### src/hw/rtl/wrff_pkg.sv
// Shared types, constants and helpers for the receive frame filter.
package wrff_pkg;

    localparam int unsigned MAX_FRAME_BYTES = 2346;
    localparam logic [11:0] MAX_FRAME_LEN   = 12'(MAX_FRAME_BYTES);
    localparam logic [11:0] FCS_LEN         = 12'd4;
    localparam logic [11:0] MIN_ACK_LEN     = 12'd10;
    localparam logic [11:0] MIN_FRAME_LEN   = 12'(4 + 24);
    localparam logic [11:0] IE_FIRST_POS    = 12'(24 + 12);

    localparam logic [7:0] FC_ACK        = 8'hD4;
    localparam logic [7:0] FC_ACK_MASK   = 8'hFC;
    localparam logic [1:0] FTYPE_MGMT    = 2'd0;
    localparam logic [1:0] FTYPE_CTRL    = 2'd1;
    localparam logic [1:0] FTYPE_DATA    = 2'd2;
    localparam logic [3:0] SUB_PROBE_REQ = 4'd4;
    localparam logic [3:0] SUB_PROBE_RSP = 4'd5;
    localparam logic [3:0] SUB_BEACON    = 4'd8;

    localparam logic [1:0] KIND_MGMT  = 2'd0;
    localparam logic [1:0] KIND_CTRL  = 2'd1;
    localparam logic [1:0] KIND_DATA  = 2'd2;
    localparam logic [1:0] KIND_OTHER = 2'd3;

    localparam logic CFG_OWN_ADDR   = 1'b0;
    localparam logic CFG_WATCH_ADDR = 1'b1;

    typedef enum logic [2:0] {
        V_OTHER_KIND   = 3'd0,
        V_TOO_SHORT    = 3'd1,
        V_FILTERED     = 3'd2,
        V_FORWARD      = 3'd3,
        V_ACK_TO_US    = 3'd4,
        V_CTRL_IGNORED = 3'd5
    } verdict_t;

    typedef struct packed {
        logic [7:0]  data_byte;
        logic        last_byte;
        logic [1:0]  packet_kind;
        logic [11:0] signal_length;
    } in_item_t;

    typedef struct packed {
        verdict_t    verdict;
        logic [11:0] forward_length;
        logic [31:0] frames_counted;
        logic [31:0] acks_counted;
    } res_item_t;

    // frame state as it stands after the current beat
    typedef struct packed {
        logic [7:0] frame_ctrl;
        logic [5:0] match_flags;
        logic       vendor_found;
    } frame_sum_t;

    typedef struct packed {
        verdict_t    verdict;
        logic [11:0] forward_length;
        logic        frame_hit;
        logic        ack_hit;
    } judge_t;

    // length without FCS, capped at the maximum MPDU
    function automatic logic [11:0] body_length(input logic [11:0] sig);
        logic [11:0] len;
        len = (sig >= FCS_LEN) ? (sig - FCS_LEN) : 12'd0;
        return (len > MAX_FRAME_LEN) ? MAX_FRAME_LEN : len;
    endfunction

endpackage

### src/hw/rtl/wifi_rx_frame_filter.sv
// Top level of the 802.11 receive frame filter.
// Takes one frame byte per clock on s_ unless a last byte is held back, and gives one
// verdict per frame on m_, carrying the FCS-stripped length and the running frame and
// ACK counters. Each byte is registered at the input and judged from that register; a
// last byte's verdict is registered into the result slot only while the slot is free or
// being drained, and otherwise the last byte waits in the input register while the
// previous verdict is unread. Own and watch addresses are written on cfg_ (index 0 own,
// 1 watch); the user must write them only while no frame is in flight, the block itself does not enforce this.
module wifi_rx_frame_filter
    import wrff_pkg::*;
(
    input  logic        aclk,
    input  logic        aresetn,
    input  logic        s_valid,
    output logic        s_ready,
    input  in_item_t    s_payload,
    output logic        m_valid,
    input  logic        m_ready,
    output res_item_t   m_payload,
    input  logic        cfg_valid,
    output logic        cfg_ready,
    input  logic        cfg_index,
    input  logic [47:0] cfg_data
);

    logic [47:0] own_addr_reg;
    logic [47:0] watch_addr_reg;
    logic        in_valid_reg;
    in_item_t    in_reg;
    logic        in_fire;
    logic        res_load;
    logic        m_valid_reg;
    res_item_t   m_payload_reg;
    logic [31:0] frm_cnt_reg, frm_cnt_next;
    logic [31:0] ack_cnt_reg, ack_cnt_next;
    frame_sum_t  sum;
    judge_t      judge;

    assign cfg_ready = 1'b1;

    always_ff @(posedge aclk) begin
        if (!aresetn) begin
            own_addr_reg   <= 48'd0;
            watch_addr_reg <= 48'd0;
        end else if (cfg_valid) begin
            unique case (cfg_index)
                CFG_OWN_ADDR:   own_addr_reg   <= cfg_data;
                CFG_WATCH_ADDR: watch_addr_reg <= cfg_data;
                default: begin
                end
            endcase
        end
    end

    // a last beat moves on only when the result slot is free or being drained
    assign in_fire  = in_valid_reg && (!in_reg.last_byte || !m_valid_reg || m_ready);
    assign res_load = in_fire && in_reg.last_byte;
    assign s_ready  = !in_valid_reg || in_fire;

    always_ff @(posedge aclk) begin
        if (!aresetn) begin
            in_valid_reg <= 1'b0;
        end else if (s_ready) begin
            in_valid_reg <= s_valid;
        end
    end

    always_ff @(posedge aclk) begin
        if (s_ready && s_valid) begin
            in_reg <= s_payload;
        end
    end

    wrff_frame_track u_track (
        .aclk       (aclk),
        .aresetn    (aresetn),
        .beat_fire  (in_fire),
        .beat       (in_reg),
        .own_addr   (own_addr_reg),
        .watch_addr (watch_addr_reg),
        .sum        (sum)
    );

    wrff_judge u_judge (
        .sum      (sum),
        .kind     (in_reg.packet_kind),
        .sig_len  (in_reg.signal_length),
        .watch_on (watch_addr_reg != 48'd0),
        .judge    (judge)
    );

    assign frm_cnt_next = frm_cnt_reg + {31'd0, judge.frame_hit};
    assign ack_cnt_next = ack_cnt_reg + {31'd0, judge.ack_hit};

    always_ff @(posedge aclk) begin
        if (!aresetn) begin
            frm_cnt_reg <= 32'd0;
            ack_cnt_reg <= 32'd0;
            m_valid_reg <= 1'b0;
        end else if (res_load) begin
            frm_cnt_reg <= frm_cnt_next;
            ack_cnt_reg <= ack_cnt_next;
            m_valid_reg <= 1'b1;
        end else if (m_ready) begin
            m_valid_reg <= 1'b0;
        end
    end

    always_ff @(posedge aclk) begin
        if (res_load) begin
            m_payload_reg.verdict        <= judge.verdict;
            m_payload_reg.forward_length <= judge.forward_length;
            m_payload_reg.frames_counted <= frm_cnt_next;
            m_payload_reg.acks_counted   <= ack_cnt_next;
        end
    end

    assign m_valid   = m_valid_reg;
    assign m_payload = m_payload_reg;

`ifndef SYNTHESIS
    a_ack_counts: assert property (@(posedge aclk) disable iff (!aresetn)
        (res_load && judge.verdict == V_ACK_TO_US) |=> ack_cnt_reg == $past(ack_cnt_reg) + 32'd1)
        else $error("ack verdict without counter step");
    a_len_only_judged: assert property (@(posedge aclk) disable iff (!aresetn)
        (m_valid && m_payload.forward_length != 12'd0) |->
        (m_payload.verdict == V_FORWARD || m_payload.verdict == V_FILTERED))
        else $error("forward length on a frame that was not judged");
    a_cnt_only_on_result: assert property (@(posedge aclk) disable iff (!aresetn)
        !res_load |=> $stable(frm_cnt_reg) && $stable(ack_cnt_reg))
        else $error("counter moved without a result");
`endif

endmodule

### src/hw/rtl/wrff_frame_track.sv
// Per-byte frame tracking: position, frame control, address match flags, element walk.
module wrff_frame_track
    import wrff_pkg::*;
(
    input  logic        aclk,
    input  logic        aresetn,
    input  logic        beat_fire,
    input  in_item_t    beat,
    input  logic [47:0] own_addr,
    input  logic [47:0] watch_addr,
    output frame_sum_t  sum
);

    typedef enum logic [5:0] {
        PH_TAG  = 6'b000001,
        PH_SIZE = 6'b000010,
        PH_OUI0 = 6'b000100,
        PH_OUI1 = 6'b001000,
        PH_OUI2 = 6'b010000,
        PH_SKIP = 6'b100000
    } walk_phase_t;

    typedef enum logic [2:0] {
        WR_BUSY  = 3'b001,
        WR_FOUND = 3'b010,
        WR_MISS  = 3'b100
    } walk_res_t;

    localparam logic [7:0] IE_VENDOR = 8'd221;
    localparam logic [7:0] OUI_B0    = 8'h00;
    localparam logic [7:0] OUI_B1    = 8'h1F;
    localparam logic [7:0] OUI_B2    = 8'h32;
    localparam logic [11:0] POS_SAT  = 12'hFFF;

    logic [11:0] pos_reg, pos_next;
    logic [7:0]  fc_reg, fc_next;
    logic [11:0] ie_start_reg, ie_start_next;
    walk_phase_t phase_reg, phase_next;
    logic [7:0]  tag_reg, tag_next;
    walk_res_t   wres_reg, wres_next;
    logic [5:0]  flags_reg, flags_next;

    logic [11:0] lim;
    logic [12:0] tag_end;
    logic [12:0] elem_end;
    logic [11:0] addr_off;
    logic [1:0]  addr_k;
    logic [2:0]  addr_i;
    logic [5:0]  flags_fin;

    always_comb begin
        pos_next      = pos_reg;
        fc_next       = fc_reg;
        ie_start_next = ie_start_reg;
        phase_next    = phase_reg;
        tag_next      = tag_reg;
        wres_next     = wres_reg;
        flags_next    = flags_reg;
        lim           = body_length(beat.signal_length);
        tag_end       = {1'b0, pos_reg} + 13'd2;
        elem_end      = {1'b0, pos_reg} + 13'd1 + {5'd0, beat.data_byte};
        addr_off      = 12'd0;
        addr_k        = 2'd0;

        // address bytes 4..21: three 6-byte addresses
        if (pos_reg < 12'd10) begin
            addr_off = pos_reg - 12'd4;
            addr_k   = 2'd0;
        end else if (pos_reg < 12'd16) begin
            addr_off = pos_reg - 12'd10;
            addr_k   = 2'd1;
        end else begin
            addr_off = pos_reg - 12'd16;
            addr_k   = 2'd2;
        end
        addr_i = addr_off[2:0];

        if (pos_reg != POS_SAT) begin
            if (pos_reg == 12'd0) begin
                fc_next = beat.data_byte;
            end
            if (pos_reg >= 12'd4 && pos_reg < 12'd22) begin
                if (beat.data_byte != own_addr[8*addr_i +: 8]) begin
                    flags_next[addr_k] = 1'b0;
                end
                if (beat.data_byte != watch_addr[8*addr_i +: 8]) begin
                    flags_next[3'd3 + {1'b0, addr_k}] = 1'b0;
                end
            end
            if (wres_reg == WR_BUSY && pos_reg < lim) begin
                if (pos_reg == ie_start_reg) begin
                    if (tag_end > {1'b0, lim}) begin
                        wres_next = WR_MISS;
                    end else begin
                        tag_next   = beat.data_byte;
                        phase_next = PH_SIZE;
                    end
                end else begin
                    unique case (phase_reg)
                        PH_SIZE: begin
                            if (elem_end > {1'b0, lim}) begin
                                wres_next = WR_MISS;
                            end else begin
                                ie_start_next = elem_end[11:0];
                                phase_next = (tag_reg == IE_VENDOR && beat.data_byte >= 8'd4)
                                           ? PH_OUI0 : PH_SKIP;
                            end
                        end
                        PH_OUI0: begin
                            phase_next = (beat.data_byte == OUI_B0) ? PH_OUI1 : PH_SKIP;
                        end
                        PH_OUI1: begin
                            phase_next = (beat.data_byte == OUI_B1) ? PH_OUI2 : PH_SKIP;
                        end
                        PH_OUI2: begin
                            if (beat.data_byte == OUI_B2) begin
                                wres_next = WR_FOUND;
                            end else begin
                                phase_next = PH_SKIP;
                            end
                        end
                        PH_TAG: begin
                        end
                        PH_SKIP: begin
                        end
                        default: begin
                        end
                    endcase
                end
            end
            pos_next = pos_reg + 12'd1;
        end

        // addresses that did not fully arrive never match
        flags_fin = flags_next;
        if (pos_next < 12'd10) flags_fin = flags_fin & 6'b110110;
        if (pos_next < 12'd16) flags_fin = flags_fin & 6'b101101;
        if (pos_next < 12'd22) flags_fin = flags_fin & 6'b011011;
    end

    assign sum.frame_ctrl   = fc_next;
    assign sum.match_flags  = flags_fin;
    assign sum.vendor_found = (wres_next == WR_FOUND);

    always_ff @(posedge aclk) begin
        if (!aresetn || (beat_fire && beat.last_byte)) begin
            pos_reg      <= 12'd0;
            fc_reg       <= 8'd0;
            ie_start_reg <= IE_FIRST_POS;
            phase_reg    <= PH_TAG;
            tag_reg      <= 8'd0;
            wres_reg     <= WR_BUSY;
            flags_reg    <= 6'h3F;
        end else if (beat_fire) begin
            pos_reg      <= pos_next;
            fc_reg       <= fc_next;
            ie_start_reg <= ie_start_next;
            phase_reg    <= phase_next;
            tag_reg      <= tag_next;
            wres_reg     <= wres_next;
            flags_reg    <= flags_next;
        end
    end

endmodule

### src/hw/rtl/wrff_judge.sv
// End-of-frame decision: verdict, forwarded length and counter increments.
module wrff_judge
    import wrff_pkg::*;
(
    input  frame_sum_t  sum,
    input  logic [1:0]  kind,
    input  logic [11:0] sig_len,
    input  logic        watch_on,
    output judge_t      judge
);

    logic [1:0] ftype;
    logic [3:0] sub;

    assign ftype = sum.frame_ctrl[3:2];
    assign sub   = sum.frame_ctrl[7:4];

    always_comb begin
        judge.verdict        = V_OTHER_KIND;
        judge.forward_length = 12'd0;
        judge.frame_hit      = 1'b0;
        judge.ack_hit        = 1'b0;
        unique case (kind) inside
            KIND_CTRL: begin
                if (sig_len >= MIN_ACK_LEN && (sum.frame_ctrl & FC_ACK_MASK) == FC_ACK
                    && sum.match_flags[0]) begin
                    judge.ack_hit = 1'b1;
                    judge.verdict = V_ACK_TO_US;
                end else begin
                    judge.verdict = V_CTRL_IGNORED;
                end
            end
            KIND_MGMT, KIND_DATA: begin
                judge.frame_hit = 1'b1;
                if (sig_len < MIN_FRAME_LEN) begin
                    judge.verdict = V_TOO_SHORT;
                end else begin
                    judge.forward_length = body_length(sig_len);
                    if (ftype == FTYPE_MGMT && sub == SUB_BEACON) begin
                        judge.verdict = sum.vendor_found ? V_FORWARD : V_FILTERED;
                    end else if (ftype == FTYPE_MGMT
                                 && (sub == SUB_PROBE_REQ || sub == SUB_PROBE_RSP)) begin
                        judge.verdict = V_FILTERED;
                    end else if (ftype == FTYPE_CTRL) begin
                        judge.verdict = V_FILTERED;
                    end else if (sum.match_flags[2:0] != 3'd0
                                 || (watch_on && sum.match_flags[5:3] != 3'd0)) begin
                        judge.verdict = V_FORWARD;
                    end else begin
                        judge.verdict = V_FILTERED;
                    end
                end
            end
            KIND_OTHER: begin
            end
            default: begin
            end
        endcase
    end

endmodule

### config.mk
export PLATFORM = sky130hd
export DESIGN_NAME = wifi_rx_frame_filter
export DESIGN_NICKNAME = d
export VERILOG_FILES = /design/src/hw/rtl/wrff_pkg.sv /design/src/hw/rtl/wifi_rx_frame_filter.sv /design/src/hw/rtl/wrff_frame_track.sv /design/src/hw/rtl/wrff_judge.sv
export SDC_FILE = /design/constraint.sdc
export NUM_CORES = 1
export LEC_CHECK = 0
export ABC_AREA = 0
export BUFFER_PORTS_ARGS = -buffer_cell sky130_fd_sc_hd__clkbuf_2
export CAP_MARGIN = 20
export CORE_MARGIN = 2
export CORE_UTILIZATION = 54
export DETAILED_ROUTE_END_ITERATION = 6
export PLACE_DENSITY = 0.77
export SLEW_MARGIN = 20
export SYNTH_ARGS = -nofsm -noshare
export SYNTH_HDL_FRONTEND = slang
export SYNTH_SLANG_ARGS = --single-unit
### constraint.sdc
create_clock -name aclk -period 5.8 [get_ports aclk]
set_input_delay 1.16 -clock aclk [delete_from_list [all_inputs] [get_ports aclk]]
set_output_delay 1.16 -clock aclk [all_outputs]
set_load 0.005 [all_outputs]
After elaboration in Yosys (flattened, before gate mapping)
Index checks and enable logic that the tools add are counted.
Widths: inputs -> output; s select.
- add/subtract/negate cells: 11
- order comparisons: 19
- equal/unequal tests: 23
- shift operators: 2
- muxes and demuxes: 50
- bitwise operators: 9
- reductions and logical operators: 40
- operators by type and width (kind ; number):
    $shiftx 48x7->8 ; 2
    $mux 6 ; 14
    $add 32x1->32 ; 2
    $lt 12x5->1 const B ; 5
    $reduce_bool 48->1 ; 1
    $mux 12 ; 3
    $mux 3 ; 11
    $gt 13x12->1 ; 2
    $ge 12x3->1 const B ; 2
    $lt 12x4->1 const B ; 2
    $pmux 6 s4 ; 1
    $mux 8 ; 2
    $ne 8x8->1 ; 2
    $add 12x1->13 const B ; 1
    $add 12x2->13 const B ; 1
    $add 13x8->13 ; 1
    $logic_and 1x1->1 ; 13
    $add 12x1->12 const B ; 1
    $and 6x6->6 ; 2
    $eq 12x12->1 ; 1
    $ge 12x4->1 const B ; 1
    $gt 12x12->1 const B ; 1
    $logic_not 12->1 ; 1
    $lt 12x12->1 ; 1
    50 further kinds ; 81
- register bits after elaboration: 319
- logic and storage cells: 176

Longest topological paths before layout
Gate-level depths: netlist of run 1.
- depth in word-level cells: 28
- gate-level depth with buffers: 28
- mapped depth without buffers: 24

By module
A second synthesis of run 1 with hierarchy kept.
- cell total of the unflattened synthesis: 2037
- area, all modules: 17664.4 um^2
- modules (own cells, without submodules) (module ; instances ; cells an instance ; area each (um^2)):
    wifi_rx_frame_filter ; 1 ; 1085 ; 10716.5
    wrff_frame_track ; 1 ; 843 ; 6228.5
    wrff_judge ; 1 ; 109 ; 719.4

Worst setup path after synthesis of run 1
OpenSTA, ideal clock, no wires.
- kind: register -> register
- from: register u_track.pos_reg[0]
- to: register ack_cnt_reg[28]
- data arrival time: 6361 ps
- slack: -676 ps
- cell stages (with the launch flop): 29
- path buffers: 6
- clock period less this slack: 6476 ps
- cells stage by stage: dfxtp_1 > clkbuf_1 > clkbuf_1 > clkbuf_1 > buf_1 > clkinv_1 > ha_1 > nor3b_1 > and3_1 > clkbuf_1 > nor4b_1 > a31oi_1 > a2111oi_0 > nand3_1 > a21oi_1 > nor2b_1 > ha_1 > ha_1 > nand3_1 > nor2_1 > and3_1 > clkbuf_1 > nand3_1 > nor4_1 > nand3_1 > nor2_1 > nand2_1 > xnor2_1 > and2_1
- cells in the longest elaborated chain, start to end: 23
- elaborated cells on any way between the ends: 53
- classes of those cells: 6 x add/sub; 9 x order compare; 4 x eq/ne; 2 x shift; 22 x mux; 4 x bitwise; 6 x reduce/logical
- ends and longest elaborated chain (element ; line ; source):
    start, declared ; wrff_frame_track.sv:35 ; logic [11:0] pos_reg, pos_next;
    start signal, assigned ; wrff_frame_track.sv:155 ; pos_reg <= pos_next;
    parallel branches: the longest is 19 deep, another holds $lt 12x5->1 ; - ;
    $logic_and 1x1->1 (*) ; wrff_judge.sv:26 ; && sum.match_flags[0]) begin
    $mux 1 (*) ; wrff_judge.sv:25 ; if (sig_len >= MIN_ACK_LEN && (sum.frame_ctrl & FC_ACK_MASK) == FC_ACK
    $mux 1 (*) ; wrff_judge.sv:23 ; unique case (kind) inside
    $add 32x1->32 (*) ; wifi_rx_frame_filter.sv:93 ; assign ack_cnt_next = ack_cnt_reg + {31'd0, judge.ack_hit};
    end signal, assigned ; wifi_rx_frame_filter.sv:102 ; ack_cnt_reg <= ack_cnt_next;
    end, declared ; wifi_rx_frame_filter.sv:35 ; logic [31:0] ack_cnt_reg, ack_cnt_next;
Mark *: on every way between the ends. The select of a mux whose other input is x is not followed.
A chain may end at the register's enable or synchronous reset.

Final worst setup path of run 1
- from: register u_track.pos_reg[0]
- to: register u_track.ie_start_reg[8]
- cells in the longest elaborated chain, start to end: 5
- elaborated cells on any way between the ends: 10
- classes of those cells: 2 x add/sub; 2 x order compare; 2 x eq/ne; 2 x bitwise; 2 x reduce/logical
- ends and longest elaborated chain (element ; line ; source):
    $add 12x1->13 ; wrff_frame_track.sv:61 ; elem_end = {1'b0, pos_reg} + 13'd1 + {5'd0, beat.data_byte};
    $add 13x8->13 ; wrff_frame_track.sv:61 ;
    named net u_track.elem_end[10] ; wrff_frame_track.sv:45 ; logic [12:0] elem_end;
    $gt 13x12->1 ; wrff_frame_track.sv:101 ; if (elem_end > {1'b0, lim}) begin
    $not 1->1 (no source line) ; - ;
    $reduce_and 6->1 (no source line) ; - ;
    end signal, assigned ; wrff_frame_track.sv:157 ; ie_start_reg <= ie_start_next;
    end, declared ; wrff_frame_track.sv:37 ; logic [11:0] ie_start_reg, ie_start_next;
The timed path passes the listed nets, and every way through them passes these cells.

==> out/qor.csv, run 1 <==
metric;value;unit
total CTS buffers;35;
Critical Path RT;6.19;ns
root buf cell;clkbuf_16;
post-synthesis mux area share;0.0503;
final worst slack;0.405;ns
Avg Inst Size Synth;9.22;um^2
HPWL Detailed;30.3;mm
initial antenna violation count;0;
antenna fix cells;0;
worst setup path startpoint;u_track.pos_reg[0]$_SDFFE_PP0P_;
Initial Utilization;0.549;
Power Total;5240;uW
synthesized area;0.0168;mm^2
Synth top area share;0.256;
CTS tree;built;
Power Density;269;mW/mm^2
internal power;4030;uW
layout cells sized above 1;0.166;
CP Max Fanout;14;
Cell Area, Placed;0.0181;mm^2
maxcap violations;0;
Slew Limit Fails;0;
Crit Path Class;reg2reg;
Clock transition at path regs;0.06;ns
max FFs per register;79;
WL per Instance;18.0;um
TNS Setup;0;ns
Adder-Cell Fraction of Synth Area;0.0406;
Synth Warn #;0;
DRT iter0 DRCs;1232;
final-stage net count;2101;
Synth area leader;dfxtp_1;
Clk Latency, worst-skew pair;0.53;ns
Net Switching;1200;uW
worst hold slack;0.461;ns
r2r startpoint;u_track.pos_reg[0]$_SDFFE_PP0P_;
XOR/XNOR share of the synthesized area;0.0788;
Reg power frac;0.455;
worst slack, placed;-0.133;ns
Synth Flop Type;dfxtp_1;
HP Start;own_addr_reg[32]$_SDFFE_PN0P_;
largest net degree at the start of global routing;98;
Via density;5.86;
endpoints failing setup;0;
combinational share of power;0.080;
GRT Total Usage;0.255;
Synth Area in Compound Gates;0.152;
CP endpoint kind;flop;
post-route antenna net violation count;0;
FF+latch count, synth;317;
Seq/Total Area, Yosys;0.439;
Unique masters post-synth;85;
Filler Cell Count;2507;
Peak Freq;185;MHz
CTS Sinks;317;
Port-buffer cells;157;
Finished Cell Area;0.0195;mm^2
outcome;complete, no violations;
Switching Fraction;0.230;
Placer Congestion;0.946;
skew final;0.0198;ns
die area;0.0325;mm^2
Final Critical Period;5.39;ns
Clock power frac;0.465;
drt total wl;43.0;mm
floorplan row count;64;
Max rail drop VDD;182;uV
largest family of logic cells by synthesized area;simple AND/OR/NAND/NOR gates;
DRC viols;0;
vias in the first global route;13200;
Post-Syn Instances;1821;
Worst EP arrival;5.78;ns
ys async rst share;0;
Synth Net Count;1951;
Area Growth Syn to Fin;16.1;%
Startpoint Class;flop;
Worst-Margin Slew;0.977;ns
global-route wire length before repair;68.5;mm
final hold violation count;0;
Slew HR;0.349;
final worst-path cycle share;0.930;
Die Width;180;um
Hold WC Path Type;reg2reg;
1st-pass router iterations;5;
Remaining Overflow, GRT;0;
main area contributors after synthesis;dfxtp_1, edfxtp_1, nand2_1;
RSZ-0062 raised after global routing;false;
Die H;180;um
IO Pins;159;
CORE AREA;0.0306;mm^2
leakage;0.00766;uW
most frequent cell after synthesis;nand2_1;
H-tree depth;2;
Synth top cells by count;nand2_1, dfxtp_1, a21boi_0;
DR vias;14000;
post-synthesis simple-gate area fraction;0.209;
clk buf depth;3;
Post-synth EDFFs;102;
-- metrics by stage --
step | utilization | instances
finish | 0.637 | 2392
global route | 0.637 | 2392
CTS | 0.634 | 2387
detailed placement | 0.592 | 2325
global placement | 0.592 | 2325
floorplan | - | 1821
-- power by group through the flow --
stage | clock, uW | combinational, uW | sequential [uW]
after floorplan | 0 | 277 | 2410
after detailed placement | 0 | 412 | 2430
final | 2440 | 418 | 2380
after CTS | 2460 | 415 | 2380
after global routing | 2570 | 459 | 2390
after global placement | 0 | 404 | 2430
-- cell families (layout without fill, tap and decap cells) --
kind of cell	Yosys count	in the layout
multiplexers	79	79
XOR/XNOR	151	151
flip-flops	317	317
AND/OR/NAND/NOR	737	737
buffers and inverters	128	303
AO/OA/AOI/OAI	354	354
other	1	1
adder cells (fa/ha/maj)	54	54
-- cells in the final DEF (no fill, tap or decap), types with 9 or more instances in the layout --
cell / instances
mux2i_1: 63
o21a_1: 9
ha_1: 51
a21o_1: 13
o21ai_0: 56
a21boi_0: 129
clkbuf_16: 35
nand4_1: 28
xor2_1: 48
nand2b_1: 12
nor2b_1: 14
or3_1: 33
nor3_1: 24
edfxtp_1: 102
nor4_1: 20
and3_1: 31
xnor2_1: 103
nand2_1: 307
clkbuf_2: 156
inv_1: 24
nor2_1: 120
dfxtp_1: 214
nand3_1: 56
mux2_2: 13
a211oi_1: 9
buf_4: 56
a21oi_1: 46
and2_1: 45
-- final timing paths --
kind	to	slack, ns	cells past startpoint
setup / recovery	u_track.ie_start_reg[8]$_SDFFE_PP0P_	0.41	23
hold / removal	own_addr_reg[32]$_SDFFE_PN0P_	0.46	2
setup reg to reg	u_track.ie_start_reg[8]$_SDFFE_PP0P_	0.41	23
hold reg to reg	own_addr_reg[32]$_SDFFE_PN0P_	0.46	2
-- timing repair --
item                                   in CTS  in global routing
gates resized for setup                     1                 14
setup endpoints to repair                   3                 24
pin swaps                                   0                  2
hold buffers                                0                  0
endpoints found under the hold margin       0                  0
buffers inserted                            0                  5
-- worst max-delay path: stages, from the launching register on --
cell       delay (ns)
dfxtp_2          0.35
clkinv_1         0.22
buf_4            0.25
ha_1             0.21
fa_1             0.42
nor2b_1          0.12
o21ai_0          0.08
nand2b_1         0.11
a21o_1           0.12
a21oi_1          0.08
o21ai_1          0.47
nand3_1          0.17
xnor2_1          0.19
ha_1             0.31
nand4_1          0.15
nor3_1           0.36
nand3b_1         0.14
o32a_1           0.37
a21oi_1          0.15
a211oi_2         0.10
a2111oi_4        0.40
buf_12           0.21
mux2i_1          0.19
nor2_1           0.06
-- cell type report --
| type | instances | area (um^2) | share of cell area |
|---|---|---|---|
| multi-input cells | 1376 | 8990 | 0.461 |
| flip-flops and latches | 317 | 7370 | 0.378 |
| repair buffers | 214 | 1240 | 0.0637 |
| clock buffers | 46 | 997 | 0.0512 |
| well taps | 396 | 495 | 0.0254 |
| clock inverters | 16 | 293 | 0.0150 |
| inverters | 27 | 104 | 0.00533 |
-- metal layers --
layer	global-route usage	part of all wire	wire, um	vias to the layer above
li1	-	-	-	6745
met1	0.348	0.44	18700	6658
met2	0.420	0.47	20300	538
met3	0.0392	0.068	2920	83
met4	0.0745	0.025	1060	0
met5	0	0	0	-
Power figures use the tool's default switching activity.
==> run 2: changes to the inputs <==
--- a/config.mk
+++ b/config.mk
@@ -5,7 +5,7 @@
 export SDC_FILE = /design/constraint.sdc
 export NUM_CORES = 1
 export LEC_CHECK = 0
-export ABC_AREA = 0
+export ABC_AREA = 1
 export BUFFER_PORTS_ARGS = -buffer_cell sky130_fd_sc_hd__clkbuf_2
 export CAP_MARGIN = 20
 export CORE_MARGIN = 2
==> run 2 against run 1 <==
- count of clock-buffer cells in the layout is 1 higher
- non-clock buffer count is 17 lower
- synthesized cell count is 11% higher
- register-to-register slack worse by 0.09 ns
- wire length is 3.6% lower
- via count is 0.36% lower
- clock power is 11% lower
- sequential share of layout area is 2.1 points higher
- first-iteration DRC count is 26% lower
- synthesized area is 5.0% lower
- largest cell class unchanged
- highest routed layer unchanged
==> out/qor.csv, run 2 <==
metric;value;unit
most frequent cells in the layout;nand2_1, nor2_1, o21ai_0, dfxtp_1, inv_1;
Power Density;287;mW/mm^2
Synth top cells by count;nand2_1, nor2_1, dfxtp_1, o21ai_0, inv_1;
Reg area;0.00737;mm^2
most common cell after layout, fill and taps aside;nand2_1;
antenna fix cells;0;
Die Width;176;um
hold path cells;2;
main area contributors after synthesis;dfxtp_1, edfxtp_1, nand2_1;
Worst-Margin Slew;0.987;ns
CTS tree;built;
GRT Total Usage;0.266;
Post-synth EDFFs;102;
Clk Latency, worst-skew pair;0.52;ns
DRT iter0 DRCs;911;
most frequent cell after synthesis;nand2_1;
post-route antenna net violation count;0;
Final Critical Period;5.49;ns
outcome;complete, no violations;
CORE AREA;0.0289;mm^2
Placer Congestion;0.931;
layout cells sized above 1;0.151;
Slew Limit Fails;0;
worst slack, placed;-0.0285;ns
final worst slack;0.310;ns
floorplan row count;62;
crit-path most repeated cell;nand2_1;
Initial Utilization;0.553;
Worst EP arrival;5.76;ns
clk buf depth;3;
Port-buffer cells;157;
initial antenna violation count;0;
slowest CP cell;or3_1;
ys async rst share;0;
Startpoint Class;flop;
final worst-path cycle share;0.947;
Remaining Overflow, GRT;0;
CP endpoint kind;flop;
endpoints failing setup;0;
global-route wire length before repair;66.3;mm
worst hold slack;0.463;ns
Synth Flop Type;dfxtp_1;
Synth Warn #;0;
Power Total;5310;uW
Die H;176;um
Synth Net Count;2147;
Peak Freq;182;MHz
Slew HR;0.341;
max FFs per register;79;
TNS Setup;0;ns
final hold violation count;0;
R2R depth;36;
FF+latch count, synth;317;
vias in the first global route;13300;
IO Pins;159;
Area Growth Syn to Fin;16.0;%
Filler Cell Count;2484;
final-stage net count;2300;
area of the multi-input gates;0.00752;mm^2
Unique masters post-synth;55;
maxcap violations;0;
WL per Instance;16.0;um
Critical Path RT;6.07;ns
total CTS buffers;36;
die area;0.0309;mm^2
CP Max Fanout;11;
Crit path largest cell delay;0.37;ns
Max rail drop VDD;266;uV
synthesized area;0.0159;mm^2
delay-heaviest family, CP;simple AND/OR/NAND/NOR gates;
root buf cell;clkbuf_16;
skew final;0.0164;ns
Seq/Total Area, Yosys;0.462;
Via density;5.41;
CP bufs+invs;5;
drt total wl;41.4;mm
DRC viols;0;
Final Util;0.641;
Clock transition at path regs;0.06;ns
Post-Syn Instances;2017;
HPWL Detailed;29.4;mm
stages on the worst setup path;36;
CTS Sinks;317;
leakage;0.00829;uW
H-tree depth;2;
Synth area leader;dfxtp_1;
largest net degree at the start of global routing;100;
Hold WC Path Type;reg2reg;
Synth top area share;0.270;
DR vias;14000;
Crit Path Class;reg2reg;
1st-pass router iterations;5;
Avg Inst Size Synth;7.91;um^2
[run 2: cell families (layout without fill, tap and decap cells)]
logic type | Yosys count | in the layout | synth area share
compound gates | 356 | 356 | 0.122
xor+xnor | 91 | 91 | 0.0500
fa+ha+maj | 53 | 53 | 0.0421
buf+inv | 295 | 475 | 0.0730
flops | 317 | 317 | 0.462
mux | 4 | 4 | 0.00251
other cells | 1 | 1 | 0.000235
simple gates | 900 | 900 | 0.248
[run 2: tightest hold or removal path: cells and delay by family (launching register included)]
family,cells,cell delay (ns)
flip-flops,1,0.30
AND/OR/NAND/NOR,1,0.05
AO/OA/AOI/OAI,1,0.06
[run 2: timing repair]
item | CTS | global route
pin swaps | 1 | 10
hold buffers | 0 | 0
resized for setup | 2 | 27
buffers inserted | 2 | 11
endpoints found under the setup margin | 3 | 15
[run 2: through the flow]
step                      cell area (um^2)  cells
after floorplan                      15900   2017
after global placement               17100   2502
after detailed placement             17100   2502
after CTS                            18300   2569
after global routing                 18500   2581
final                                18500   2581
[run 2: metal layers]
layer  up-vias  GRT usage  share of wire
li1       6954          -              -
met1      6464      0.343           0.43
met2       440      0.439           0.47
met3       115     0.0396          0.058
met4         0      0.128          0.047
met5         -          0              0
[run 2: power breakdown]
group	internal, uW	switching [uW]
combinational	254	460
sequential	2360	56.1
clock	1270	907
[run 2: layout make-up]
cell class,instances,share of cell area
clock inverter,18,0.00622
clock buffer,47,0.0559
timing repair buffer,197,0.0627
multi-input combinational,1405,0.407
inverter,213,0.0440
tap,384,0.0260
sequential,317,0.399
[run 2: worst paths after layout]
check                                                  startpoint                                end  slack, ns
worst max-delay path              u_track.pos_reg[4]$_SDFFE_PP0P_            m_payload[30]$_DFFE_PP_       0.31
worst min-delay path            u_track.flags_reg[3]$_SDFFE_PP1P_  u_track.flags_reg[3]$_SDFFE_PP1P_       0.46
worst max register to register    u_track.pos_reg[4]$_SDFFE_PP0P_            m_payload[30]$_DFFE_PP_       0.31
worst min register to register  u_track.flags_reg[3]$_SDFFE_PP1P_  u_track.flags_reg[3]$_SDFFE_PP1P_       0.46
==> run 3: changes to the inputs <==
--- a/config.mk
+++ b/config.mk
@@ -12,6 +12,7 @@
 export CORE_UTILIZATION = 54
 export DETAILED_ROUTE_END_ITERATION = 6
 export PLACE_DENSITY = 0.77
+export RECOVER_POWER = 25
 export SLEW_MARGIN = 20
 export SYNTH_ARGS = -nofsm -noshare
 export SYNTH_HDL_FRONTEND = slang
==> run 3 against run 2 <==
- the flow now finishes with violations (max-capacitance violations, max-slew violations)
- sequential power hardly changed
- clock power barely moved
- register-to-register slack hardly changed
- critical path depth did not move
- fmax shrank 0.20%
- sequential cell count stayed put
- wire length increased by 0.23%
- count of clock-buffer cells in the layout stayed put
- design area decreased by 0.34%
- core utilization shrank 0.22 points
- non-clock buffer count stayed put
- critical endpoint unchanged
- largest cell class unchanged
==> out/qor.csv, run 3 (synthesized netlist as in run 2, its figures left out) <==
metric;value;unit
Worst EP arrival;5.77;ns
DRC viols;0;
Power Density;288;mW/mm^2
antenna fix cells;0;
DRT iter0 DRCs;912;
total CTS buffers;36;
post-route antenna net violation count;0;
Placer Congestion;0.931;
failing checks;max-capacitance violations, max-slew violations;
CTS Sinks;317;
hold path cells;2;
clk buf depth;3;
Max rail drop VDD;267;uV
leakage;0.00825;uW
GRT Total Usage;0.266;
Clock transition at path regs;0.06;ns
Power Total;5310;uW
maxcap violations;1;
endpoints failing setup;0;
drt total wl;41.5;mm
CP endpoint kind;flop;
Via density;5.42;
R2R depth;36;
Remaining Overflow, GRT;0;
floorplan row count;62;
final-stage net count;2300;
Final Critical Period;5.50;ns
H-tree depth;2;
IO Pins;159;
Die H;176;um
crit-path most repeated cell;nand2_1;
Die Width;176;um
Port-buffer cells;157;
1st-pass router iterations;5;
vias in the first global route;13300;
most frequent cells in the layout;nand2_1, nor2_1, o21ai_0, dfxtp_1, inv_1;
die area;0.0309;mm^2
DR vias;14000;
Area Growth Syn to Fin;15.6;%
outcome;finished, violations left;
final worst-path cycle share;0.948;
CTS Hold Bufs;0;
root buf cell;clkbuf_16;
CTS tree;built;
Crit path largest cell delay;0.37;ns
global-route wire length before repair;66.3;mm
Clk Latency, worst-skew pair;0.52;ns
layout cells sized above 1;0.142;
WL per Instance;16.1;um
R2R setup slack;0.30;ns
Peak Freq;182;MHz
max FFs per register;79;
Hold WC Path Type;reg2reg;
Startpoint Class;flop;
final hold violation count;0;
HPWL Detailed;29.4;mm
initial antenna violation count;0;
Worst-Margin Slew;3.43;ns
Slew Limit Fails;100;
CP Max Fanout;11;
most common cell after layout, fill and taps aside;nand2_1;
Final Util;0.639;
skew final;0.0146;ns
Slew HR;-1.29;
largest net degree at the start of global routing;100;
Crit Path Class;reg2reg;
Initial Utilization;0.553;
Critical Path RT;6.07;ns
slowest CP cell;or3_1;
CORE AREA;0.0289;mm^2
run 3: changes by cell type in the layout (fill, tap and decap cells not counted), sizes merged:
cell,before,now
buf,40,39
clkbuf,204,205
run 3: power by group:
part           internal, uW  leakage, uW  switching [uW]
registers              2360      0.00276            56.1
logic                   256      0.00492             460
clock network          1270     0.000568             909
run 3: layout make-up:
cell class / instances / area, um^2
Clock buffer: 47 / 1030
Clock inverter: 18 / 115
Fill cell: 2506 / 10400
Inverter: 213 / 813
Multi-Input combinational cell: 1405 / 7480
Sequential cell: 317 / 7370
Tap cell: 384 / 480
Timing Repair Buffer: 197 / 1140
run 3: critical path: cells and delay by family (launching register included):
| family | cells | cell delay [ns] |
|---|---|---|
| buf+inv | 5 | 0.53 |
| xor+xnor | 1 | 0.22 |
| compound gates | 1 | 0.15 |
| simple gates | 27 | 3.67 |
| fa+ha+maj | 2 | 0.38 |
| flops | 1 | 0.31 |
run 3: timing repair:
action,CTS,global route
endpoints found under the setup margin,3,15
setup buffers,2,11
pin swaps,1,10
gates resized for setup,2,27
run 3: metal layers:
metal,global-route usage,part of all wire
met5,0,0
met4,0.128,0.047
met3,0.0396,0.058
met2,0.439,0.47
met1,0.343,0.43
run 3: worst paths after layout:
check,to,startpoint
setup / recovery,m_payload[30]$_DFFE_PP_,u_track.pos_reg[4]$_SDFFE_PP0P_
setup reg to reg,m_payload[30]$_DFFE_PP_,u_track.pos_reg[4]$_SDFFE_PP0P_
hold reg to reg,u_track.flags_reg[3]$_SDFFE_PP1P_,u_track.flags_reg[3]$_SDFFE_PP1P_
hold / removal,u_track.flags_reg[3]$_SDFFE_PP1P_,u_track.flags_reg[3]$_SDFFE_PP1P_
run 3: metrics by stage:
stage	hold WS (ns)	cell area [um^2]	instances	setup slack (ns)	TNS (ns)
6_report	0.461	18400	2581	0.299	0
5_1_grt	0.493	18400	2581	-0.0919	-0.273
4_1_cts	0.466	18300	2569	0.00965	0
3_5_place_dp	0.447	17100	2502	-0.0285	-0.0285
3_3_place_gp	0.438	17100	2502	0.277	0
2_1_floorplan	0.424	15900	2017	0.762	0
